$ cat src/design/tcspq_pkg.sv
package tcspq_pkg;

    localparam int NUM_CLASSES = 3;
    localparam int OP_W        = 2;
    localparam int CLASS_W     = 2;
    localparam int VALUE_W     = 32;
    localparam int STATUS_W    = 3;
    localparam int S_TDATA_W   = 40;
    localparam int M_TDATA_W   = 40;

    typedef enum logic [OP_W-1:0] {
        OP_PUSH  = 2'd0,
        OP_POP   = 2'd1,
        OP_FLUSH = 2'd2
    } op_t;

    typedef enum logic [STATUS_W-1:0] {
        ST_PUSHED  = 3'd0,
        ST_POPPED  = 3'd1,
        ST_DROPPED = 3'd2,
        ST_NO_DATA = 3'd3,
        ST_FLUSHED = 3'd4
    } status_t;

    // Decision for one operation, handed from the pointer logic to the pipeline
    typedef struct packed {
        status_t              status;
        logic [CLASS_W-1:0]   pop_class;
        logic                 all_empty;
        logic                 wr_en;
        logic                 rd_en;
    } ctrl_dec_t;

endpackage

$ cat src/design/tcspq_store.sv
module tcspq_store import tcspq_pkg::*; #(
    parameter int DEPTH  = 48,
    parameter int WIDTH  = 32,
    parameter int ADDR_W = $clog2(DEPTH)
) (
    input  logic              aclk,
    input  logic              wr_en,
    input  logic [ADDR_W-1:0] wr_addr,
    input  logic [WIDTH-1:0]  wr_data,
    input  logic              rd_en,
    input  logic [ADDR_W-1:0] rd_addr,
    output logic [WIDTH-1:0]  rd_data
);

    logic [WIDTH-1:0] mem [DEPTH];
    logic [WIDTH-1:0] rd_data_reg;

    always_ff @(posedge aclk) begin
        if (wr_en) begin
            mem[wr_addr] <= wr_data;
        end
    end

    // Hold read data until the next pop is accepted
    always_ff @(posedge aclk) begin
        if (rd_en) begin
            rd_data_reg <= mem[rd_addr];
        end
    end

    assign rd_data = rd_data_reg;

endmodule

$ cat src/design/tcspq_ctrl.sv
module tcspq_ctrl import tcspq_pkg::*; #(
    parameter int QUEUE_DEPTH = 16,
    parameter int ADDR_W      = $clog2(NUM_CLASSES * QUEUE_DEPTH)
) (
    input  logic               aclk,
    input  logic               aresetn,
    input  logic               op_fire,
    input  logic [OP_W-1:0]    operation,
    input  logic [CLASS_W-1:0] class_select,
    output ctrl_dec_t          dec,
    output logic [ADDR_W-1:0]  wr_addr,
    output logic [ADDR_W-1:0]  rd_addr
);

    localparam int PTR_W = $clog2(QUEUE_DEPTH);
    localparam int CNT_W = $clog2(QUEUE_DEPTH + 1);

    logic [PTR_W-1:0] head_reg  [NUM_CLASSES];
    logic [PTR_W-1:0] head_next [NUM_CLASSES];
    logic [PTR_W-1:0] tail_reg  [NUM_CLASSES];
    logic [PTR_W-1:0] tail_next [NUM_CLASSES];
    logic [CNT_W-1:0] count_reg  [NUM_CLASSES];
    logic [CNT_W-1:0] count_next [NUM_CLASSES];
    logic             found;

    function automatic logic [PTR_W-1:0] ring_next(input logic [PTR_W-1:0] ptr);
        ring_next = (ptr == PTR_W'(QUEUE_DEPTH - 1)) ? '0 : ptr + 1'b1;
    endfunction

    always_comb begin
        head_next     = head_reg;
        tail_next     = tail_reg;
        count_next    = count_reg;
        dec.status    = ST_NO_DATA;
        dec.pop_class = '0;
        dec.wr_en     = 1'b0;
        dec.rd_en     = 1'b0;
        wr_addr       = '0;
        rd_addr       = '0;
        found         = 1'b0;

        case (operation)
            OP_PUSH: begin
                dec.status = ST_DROPPED;
                for (int c = 0; c < NUM_CLASSES; c++) begin
                    if (class_select == CLASS_W'(c)
                        && count_reg[c] != CNT_W'(QUEUE_DEPTH)) begin
                        dec.status    = ST_PUSHED;
                        dec.wr_en     = 1'b1;
                        wr_addr       = ADDR_W'(c * QUEUE_DEPTH) + ADDR_W'(tail_reg[c]);
                        tail_next[c]  = ring_next(tail_reg[c]);
                        count_next[c] = count_reg[c] + 1'b1;
                    end
                end
            end
            OP_POP: begin
                // Lowest-numbered class with data wins
                for (int c = 0; c < NUM_CLASSES; c++) begin
                    if (!found && count_reg[c] != '0) begin
                        found         = 1'b1;
                        dec.status    = ST_POPPED;
                        dec.pop_class = CLASS_W'(c);
                        dec.rd_en     = 1'b1;
                        rd_addr       = ADDR_W'(c * QUEUE_DEPTH) + ADDR_W'(head_reg[c]);
                        head_next[c]  = ring_next(head_reg[c]);
                        count_next[c] = count_reg[c] - 1'b1;
                    end
                end
            end
            OP_FLUSH: begin
                dec.status = ST_FLUSHED;
                for (int c = 0; c < NUM_CLASSES; c++) begin
                    head_next[c]  = '0;
                    tail_next[c]  = '0;
                    count_next[c] = '0;
                end
            end
            default: begin
                dec.status = ST_NO_DATA;
            end
        endcase

        dec.all_empty = 1'b1;
        for (int c = 0; c < NUM_CLASSES; c++) begin
            if (count_next[c] != '0) begin
                dec.all_empty = 1'b0;
            end
        end
    end

    always_ff @(posedge aclk) begin
        if (!aresetn) begin
            for (int c = 0; c < NUM_CLASSES; c++) begin
                head_reg[c]  <= '0;
                tail_reg[c]  <= '0;
                count_reg[c] <= '0;
            end
        end else if (op_fire) begin
            head_reg  <= head_next;
            tail_reg  <= tail_next;
            count_reg <= count_next;
        end
    end

endmodule

$ cat src/design/three_class_strict_priority_queue.sv
// Stage A registers the decision alongside the storage read; stage B holds the result.
// Throughput: one push, pop or flush per cycle unless the output is backed up;
// the pointer and count update for the three rings is combinational.
// Reset (aresetn low, synchronous) empties all rings and both pipeline stages;
// entry storage is not cleared and needs no clearing pass.
module three_class_strict_priority_queue import tcspq_pkg::*; #(
    parameter int QUEUE_DEPTH = 16,
    parameter int ENTRY_WIDTH = 32
) (
    input  logic                 aclk,
    input  logic                 aresetn,
    input  logic                 s_tvalid,
    output logic                 s_tready,
    // [1:0] operation, [3:2] class_select, [35:4] entry_value, [39:36] zero
    input  logic [S_TDATA_W-1:0] s_tdata,
    output logic                 m_tvalid,
    input  logic                 m_tready,
    // [2:0] status, [34:3] popped_value, [36:35] popped_class, [37] all_empty,
    // [39:38] zero
    output logic [M_TDATA_W-1:0] m_tdata
);

    localparam int STORE_W = (ENTRY_WIDTH < VALUE_W) ? ENTRY_WIDTH : VALUE_W;
    localparam int DEPTH   = NUM_CLASSES * QUEUE_DEPTH;
    localparam int ADDR_W  = $clog2(DEPTH);

    logic               s_fire;
    logic               a_advance;
    ctrl_dec_t          dec;
    logic [ADDR_W-1:0]  wr_addr;
    logic [ADDR_W-1:0]  rd_addr;
    logic [STORE_W-1:0] rd_data;

    logic               a_valid_reg;
    status_t            a_status_reg;
    logic [CLASS_W-1:0] a_class_reg;
    logic               a_empty_reg;

    logic               b_valid_reg;
    status_t            b_status_reg;
    logic [VALUE_W-1:0] b_value_reg;
    logic [CLASS_W-1:0] b_class_reg;
    logic               b_empty_reg;

    assign a_advance = a_valid_reg && (!b_valid_reg || m_tready);
    assign s_tready  = !a_valid_reg || a_advance;
    assign s_fire    = s_tvalid && s_tready;

    tcspq_ctrl #(
        .QUEUE_DEPTH (QUEUE_DEPTH),
        .ADDR_W      (ADDR_W)
    ) u_ctrl (
        .aclk         (aclk),
        .aresetn      (aresetn),
        .op_fire      (s_fire),
        .operation    (s_tdata[1:0]),
        .class_select (s_tdata[3:2]),
        .dec          (dec),
        .wr_addr      (wr_addr),
        .rd_addr      (rd_addr)
    );

    tcspq_store #(
        .DEPTH  (DEPTH),
        .WIDTH  (STORE_W),
        .ADDR_W (ADDR_W)
    ) u_store (
        .aclk    (aclk),
        .wr_en   (s_fire && dec.wr_en),
        .wr_addr (wr_addr),
        .wr_data (s_tdata[4 +: STORE_W]),
        .rd_en   (s_fire && dec.rd_en),
        .rd_addr (rd_addr),
        .rd_data (rd_data)
    );

    // Stage A: decision registered alongside the storage read
    always_ff @(posedge aclk) begin
        if (!aresetn) begin
            a_valid_reg <= 1'b0;
        end else if (s_fire) begin
            a_valid_reg <= 1'b1;
        end else if (a_advance) begin
            a_valid_reg <= 1'b0;
        end
    end

    always_ff @(posedge aclk) begin
        if (s_fire) begin
            a_status_reg <= dec.status;
            a_class_reg  <= dec.pop_class;
            a_empty_reg  <= dec.all_empty;
        end
    end

    // Stage B: result register
    always_ff @(posedge aclk) begin
        if (!aresetn) begin
            b_valid_reg <= 1'b0;
        end else if (a_advance) begin
            b_valid_reg <= 1'b1;
        end else if (m_tready) begin
            b_valid_reg <= 1'b0;
        end
    end

    always_ff @(posedge aclk) begin
        if (a_advance) begin
            b_status_reg <= a_status_reg;
            b_value_reg  <= (a_status_reg == ST_POPPED) ? VALUE_W'(rd_data) : '0;
            b_class_reg  <= a_class_reg;
            b_empty_reg  <= a_empty_reg;
        end
    end

    assign m_tvalid = b_valid_reg;
    assign m_tdata  = {2'b00, b_empty_reg, b_class_reg, b_value_reg, b_status_reg};

    // Only a popped result carries a value or a class
    assert property (@(posedge aclk) disable iff (!aresetn)
        (b_valid_reg && b_status_reg != ST_POPPED)
            |-> (b_value_reg == '0 && b_class_reg == '0))
        else $error("non-pop result carries payload");

    assert property (@(posedge aclk) disable iff (!aresetn)
        (b_valid_reg && b_status_reg == ST_FLUSHED) |-> b_empty_reg)
        else $error("flush did not leave all rings empty");

    // Input stalls only while the result side is backed up
    assert property (@(posedge aclk) disable iff (!aresetn)
        !s_tready |-> (a_valid_reg && b_valid_reg && !m_tready))
        else $error("input stalled without output backpressure");

endmodule
$ cat config.mk
export PLATFORM = sky130hd
export DESIGN_NAME = three_class_strict_priority_queue
export DESIGN_NICKNAME = d
export VERILOG_FILES = /design/src/design/tcspq_pkg.sv /design/src/design/tcspq_store.sv /design/src/design/tcspq_ctrl.sv /design/src/design/three_class_strict_priority_queue.sv
export SDC_FILE = /design/constraint.sdc
export NUM_CORES = 2
export LEC_CHECK = 0
export BUFFER_PORTS_ARGS = -buffer_cell sky130_fd_sc_hd__buf_4
export CAP_MARGIN = 20
export CORE_ASPECT_RATIO = 1.25
export CORE_MARGIN = 3
export CORE_UTILIZATION = 55
export DETAILED_ROUTE_END_ITERATION = 8
export PLACE_DENSITY = 0.71
export SYNTH_ARGS = -nofsm -noshare
export SYNTH_HDL_FRONTEND = slang
export SYNTH_SLANG_ARGS = --single-unit
export TNS_END_PERCENT = 20
$ cat constraint.sdc
create_clock -name aclk -period 11 [get_ports aclk]
set_input_delay 1.65 -clock aclk [delete_from_list [all_inputs] [get_ports aclk]]
set_output_delay 1.65 -clock aclk [all_outputs]
set_load 0.01 [all_outputs]
* Yosys cells after proc, flatten, opt, wreduce, memory -nomap -nowiden
Memories as Yosys holds them, arrays and structs flattened. A register that Yosys moved wholly into a read port is not among the register bits.
Cells that the tools add are included.
** Storage, ports and cells
- RAM bits :: 1536
- Output and inout bits :: 42
- Bits of input ports :: 44
- Logic and storage cells :: 146
- Memories :: 1
- Flip-flop bits (word level) :: 85
** Operators by class
- Eq/ne operators :: 20
- Bitwise operators :: 1
- Mux-type cells :: 54
- Reductions and logical operators :: 35
- Add/sub/neg operators :: 16
** Memories
- u_store.mem :: words 48, bits a word 32, rd ports 1, clocked after memory_dff 1, wr ports 1, line tcspq_store.sv:15 : logic [WIDTH-1:0] mem [DEPTH];
** Operator list (number)
- $mux W4 :: 17
- $pmux W12 S2 :: 2
- $pmux W15 S3 :: 1
- $mux W6 :: 6
- $mux W5 :: 6
- $reduce_bool A5 Y1 :: 6
- $add A4 B1 Y4 const B :: 6
- $eq A4 B4 Y1 const B :: 6
- $mux W1 :: 18
- $reduce_and A3 Y1 :: 6
- $add A5 B1 Y5 const B :: 3
- $ne A5 B5 Y1 const B :: 3
- $sub A5 B1 Y5 const B :: 3
- $add A5 B4 Y6 const A :: 2
- $add A6 B4 Y6 const A :: 2
- $ne A2 B1 Y1 const B :: 6
- $logic_and A1 B1 Y1 :: 9
- $pmux W3 S3 :: 1
- $reduce_bool A2 Y1 :: 4
- $mux W2 :: 3
- $eq A2 B1 Y1 const B :: 2
- $eq A2 B2 Y1 const B :: 2
- $logic_not A1 Y1 :: 4
- $logic_not A2 Y1 :: 2
- other kinds (4) :: 6

* Depth between registers and ports, before layout
- Depth after elaboration :: 13
- Depth in mapped cells :: 16
- Mapped depth without buffers :: 11

* Hierarchy
Synthesis repeated with hierarchy kept, for this count alone.
** Unflattened totals
- Cell total of the unflattened synthesis :: 3391
- Area, all modules :: 65053.6 µm²
** Modules (own cells, without submodules)
- tcspq_store :: cells each 2912, sequential area each 47085.2 µm², instances 1, area each 60481.8 µm²
- tcspq_ctrl :: cells each 384, sequential area each 780.7 µm², instances 1, area each 2867.8 µm²
- three_class_strict_priority_queue :: cells each 95, sequential area each 1361.3 µm², instances 1, area each 1704.1 µm²

* Least setup slack after synthesis
Ideal clock, no wire load.
- Path type :: input port to flip-flop
- From :: in s_tdata[2]
- To :: mem u_store.mem[7][0], enable pin
- Setup time :: 423 ps
- Stages on the path :: 7
- Slack :: 6070 ps
- Required time :: 10577 ps
- Path buffers :: 1
- Arrival :: 4507 ps
- Cells stage by stage :: inv_1 > a311oi_1 > clkbuf_1 > a222oi_1 > nor2_1 > nand3_1 > nor2_1
** On the way
- Longest elaborated chain between the ends :: 9
- Elaborated cells on any way between the ends :: 17
- Those cells by class :: eq/ne (2); mux (10); reduce/logical (5)
** RTL lines
- from (decl) :: line three_class_strict_priority_queue.sv:15 : input logic [S_TDATA_W-1:0] s_tdata,
- $logic_not A2 Y1 :: line tcspq_ctrl.sv:46 : if (class_select == CLASS_W'(c)
- $logic_and A1 B1 Y1 :: line tcspq_ctrl.sv:47 : && count_reg[c] != CNT_W'(QUEUE_DEPTH)) begin
- $mux W1 (3 in a row) :: line tcspq_ctrl.sv:46
- $mux W1 :: line tcspq_ctrl.sv:42 : case (operation)
- $logic_and A1 B1 Y1 :: line three_class_strict_priority_queue.sv:69 : .wr_en (s_fire && dec.wr_en),
- $mux W1 :: line tcspq_store.sv:19 : if (wr_en) begin
- $mux W1 (implied by the code) :: line tcspq_store.sv:20 : mem[wr_addr] <= wr_data;
- to (decl) :: line tcspq_store.sv:15
Several ways; a longest one is shown, not always the timed one.

* Final worst setup path
- From :: in s_tdata[0]
- To :: reg u_store.rd_data_reg[30] (netlist: u_store.rd_data[30]), read port of u_store.mem, data pin
** On the way
- Longest elaborated chain between the ends :: 3
- Elaborated cells on any way between the ends :: 4
- Those cells by class :: eq/ne (1); mux (2); reduce/logical (1)
** RTL lines
- $eq A2 B1 Y1 * :: line tcspq_ctrl.sv:42
- $mux W1 :: line tcspq_ctrl.sv:42
- $logic_and A1 B1 Y1 :: line three_class_strict_priority_queue.sv:72 : .rd_en (s_fire && dec.rd_en),
- to (decl) :: line tcspq_store.sv:16 : logic [WIDTH-1:0] rd_data_reg;
Every way passes the cells marked *; elsewhere a longest branch is shown, timed or not.
A chain may end at the register's enable or synchronous reset.

==> impl_metrics.py <==
metrics = {
    "floorplan": {
        "io_pins": 86,
        "die_w_um": 315,
        "fp-row-count": 140,
        "core_mm2": 0.117,
        "die_h_um": 392,
        "die_area_mm2": 0.123,
        "initial_core_util_pct": 55.8,
    },
    "placement": {
        "dpl.hpwl_um": 88700,
        "place_area_mm2": 0.0682,
        "place.port_buffers": 79,
        "pre_cts_slack_ns": 4.36,
        "gp_congestion": 0.852,
    },
    "global_routing": {
        "globalRouteTotalUtil_pct": 26.2,
        "grt_pass1_wl_um": 239000,
        "antenna_found_initial": 9,
        "grt_max_degree": 146,
        "grt_pass1_vias": 37400,
        "grt_overflow_total": 0,
    },
    "sta": {
        "drv_slew": 0,
        "maxSlewHeadroom_pct": 12.4,
        "tightest_slew_ns": 1.30,
        "setup_viol": 0,
        "fin_tns_setup_ns": 0,
        "hold_viol": 0,
        "rsz0062_at_grt": "false",
        "period_share_pct": 54.5,
        "fin_ws_ns": 5.01,
        "whs_ns": 0.422,
        "fmax_ghz": 0.167,
        "fin_crit_ns": 5.99,
        "finClkSkew_ns": 0.0304,
    },
    "synth": {
        "synth_edf_count": 1612,
        "synth_cell_type_count": 68,
        "synth_top_area_share_pct": 73.9,
        "syn_area_per_cell_um2": 14.8,
        "async_reset_ff_share_pct": 0,
        "synthSimpleGateAreaFrac_pct": 8.94,
        "yosysSeqAreaShare_pct": 75.1,
        "synthAdderAreaFrac_pct": 0.229,
        "ys_warn_count": 0,
        "ys_seq_elements": 1653,
        "synthTopCellsByArea": "edfxtp_1 (74%), nand2_1 (4.5%), mux2i_1 (4.2%)",
        "synth_xor_area_share_pct": 0.0668,
        "synth_largest_area_cell": "edfxtp_1",
        "netlist_area_mm2": 0.0655,
        "synth_top_flop_cell": "edfxtp_1",
        "synth_top_family_by_area": "simple AND/OR/NAND/NOR gates",
        "synthMuxAreaShare_pct": 5.23,
        "synthCells": 4429,
        "synth-compound-area-share_pct": 8.38,
    },
    "detailed_routing": {
        "finalWirelength_um": 162000,
        "ant_nets": 0,
        "avgViaCountPerCell": 6.27,
        "vias": 38700,
        "drt_iter0_markers": 4492,
        "drcViolationCount": 0,
        "wire_per_inst_um": 26.2,
        "dr.pass1.iters": 5,
    },
    "setup_path": {
        "critical_path_class": "in -> reg",
        "r2r_slack_ns": 5.10,
        "cp.required_ns": 11.47,
        "worst-path-buf-inv": 6,
        "crit_path_start_kind": "input pin",
        "crit_path_frequent_cell": "buf_4",
        "crit_path_end_kind": "register",
        "reg2reg_depth": 14,
        "slowest_stage": "a211oi_1",
        "crit_path_max_incr_delay_ns": 0.94,
        "crit_chain": "buf_4 > nor2b_1 > nand4_1 > inv_1 > buf_4 > nand2_2 > buf_4 > nand2_2 > buf_4 > buf_4 > or4_1 > a211oi_1 > o311ai_1",
        "worstReg2RegEnd": "u_store.rd_data[30]$_DFFE_PP_",
        "crit_fanout": 49,
        "critPathArrivalTime_ns": 6.46,
        "path_delay_family": "buffers and inverters",
        "reg2reg_from": "u_ctrl.count_reg[0]$_SDFFE_PN0P_",
    },
    "final_layout": {
        "drive_above_1_share_pct": 11.9,
        "mostFrequentLayoutCells": "edfxtp_1 (1612), nand2_1 (775), mux2i_1 (276), a21oi_1 (250), a211oi_1 (205)",
        "final_common_cell": "edfxtp_1",
        "nFillCells": 8311,
        "area_growth_pct": 11.4,
        "largest_reg_flops": 1536,
        "design_area_mm2": 0.0730,
        "nets": 4554,
    },
    "clock_tree": {
        "clock_path_buffers": 3,
        "clkTransAtPathRegs_ns": 0.06,
        "numCtsBuffers": 151,
        "clock-root-buffer": "clkbuf_16",
        "cts_resized": 0,
        "cts_tree": "built",
        "holdBufCountCts": 0,
        "clock_sinks": 1653,
        "insertion_delay_ns": 0.77,
        "postCtsSetupBuffers": 0,
        "cts_max_level": 4,
    },
    "run_status": {
        "outcome": "finished clean",
    },
    "hold_path": {
        "min_delay_path_depth": 0,
        "min_from": "a_class_reg[1]$_SDFFCE_PN0P_",
        "hold_path_class": "reg -> reg",
        "hold_path_end": "b_class_reg[1]$_DFFE_PP_",
    },
    "pwr": {
        "power_density_mw_per_mm2": 172,
        "ir_worst_vdd_uv": 143,
        "leakagePower_nw": 24.3,
    },
    "run": {
        "maxCapViolCount": 0,
    },
}
-- how the worst max path moves through the flow --
stage	start	end	slack, ns	depth (start not counted)
after floorplan	s_tdata[2]	u_store.mem[7][0]$_DFFE_PP_	6.07	7
after global placement	s_tdata[0]	u_store.rd_data[2]$_DFFE_PP_	4.26	12
after detailed placement	s_tdata[0]	u_store.rd_data[14]$_DFFE_PP_	4.36	13
after CTS	s_tdata[0]	u_store.rd_data[4]$_DFFE_PP_	5.05	12
after global routing	s_tdata[0]	u_store.rd_data[14]$_DFFE_PP_	4.86	13
final	s_tdata[0]	u_store.rd_data[30]$_DFFE_PP_	5.01	13
-- cell usage after synthesis, types with 37 or more instances --
master       n
a211oi_1   205
edfxtp_1  1612
o22ai_1     65
o21ai_0     59
nor2_1     116
nand2_1    777
a31oi_1     45
mux2i_1    276
nor4_1      37
and2_1     100
nand3_1    116
and3_1      71
dfxtp_1     41
clkbuf_1   143
mux2_2      59
buf_2       97
a21oi_1    250
-- layout make-up --
| type | instances | area (um2) | area share [%] |
|---|---|---|---|
| well taps | 1562 | 1950 | 2.68 |
| clock buffers | 179 | 3940 | 5.40 |
| clock inverters | 92 | 736 | 1.01 |
| multi-input cells | 2480 | 15400 | 21.2 |
| flip-flops and latches | 1653 | 49200 | 67.5 |
| repair buffers | 196 | 1590 | 2.18 |
| inverters | 16 | 60.1 | 0.0823 |
| diodes | 4 | 10.0 | 0.0137 |
-- routing by layer --
metal	vias up	part of all wire, %	wire length (um)	global-route usage (%)
met3	315	8.9	14400	4.69
met4	4	3.2	5230	9.43
met1	19500	38	61200	34.2
li1	17100	-	-	-
met2	1851	50	81200	44.2
met5	-	0.017	27	0
-- kinds of logic after synthesis --
kind of cell               count (synthesis)
AOI/OAI and AO/OA                        824
xor gates and xnor gates                   5
adders and majority gates                 12
buffers and inverters                    297
DFF                                     1653
muxes                                    335
other                                      1
and+or+nand+nor                         1302
-- power by group --
| group | internal, mW | switching, mW | leakage, nW |
|---|---|---|---|
| registers | 6.93 | 0.0179 | 14.8 |
| clock network | 2.77 | 2.24 | 2.28 |
| logic | 0.168 | 0.410 | 7.14 |
| total | 9.88 | 2.67 | 24.3 |
-- stage by stage --
step	utilization, %	total power [mW]	cells
finish	62.2	12.5	6182
global route	62.2	12.9	6180
CTS	62.1	12.6	6174
detailed placement	58.1	7.66	5903
global placement	58.1	7.64	5898
floorplan	-	7.41	4430
Note: power is estimated with default switching activity, not from simulation.
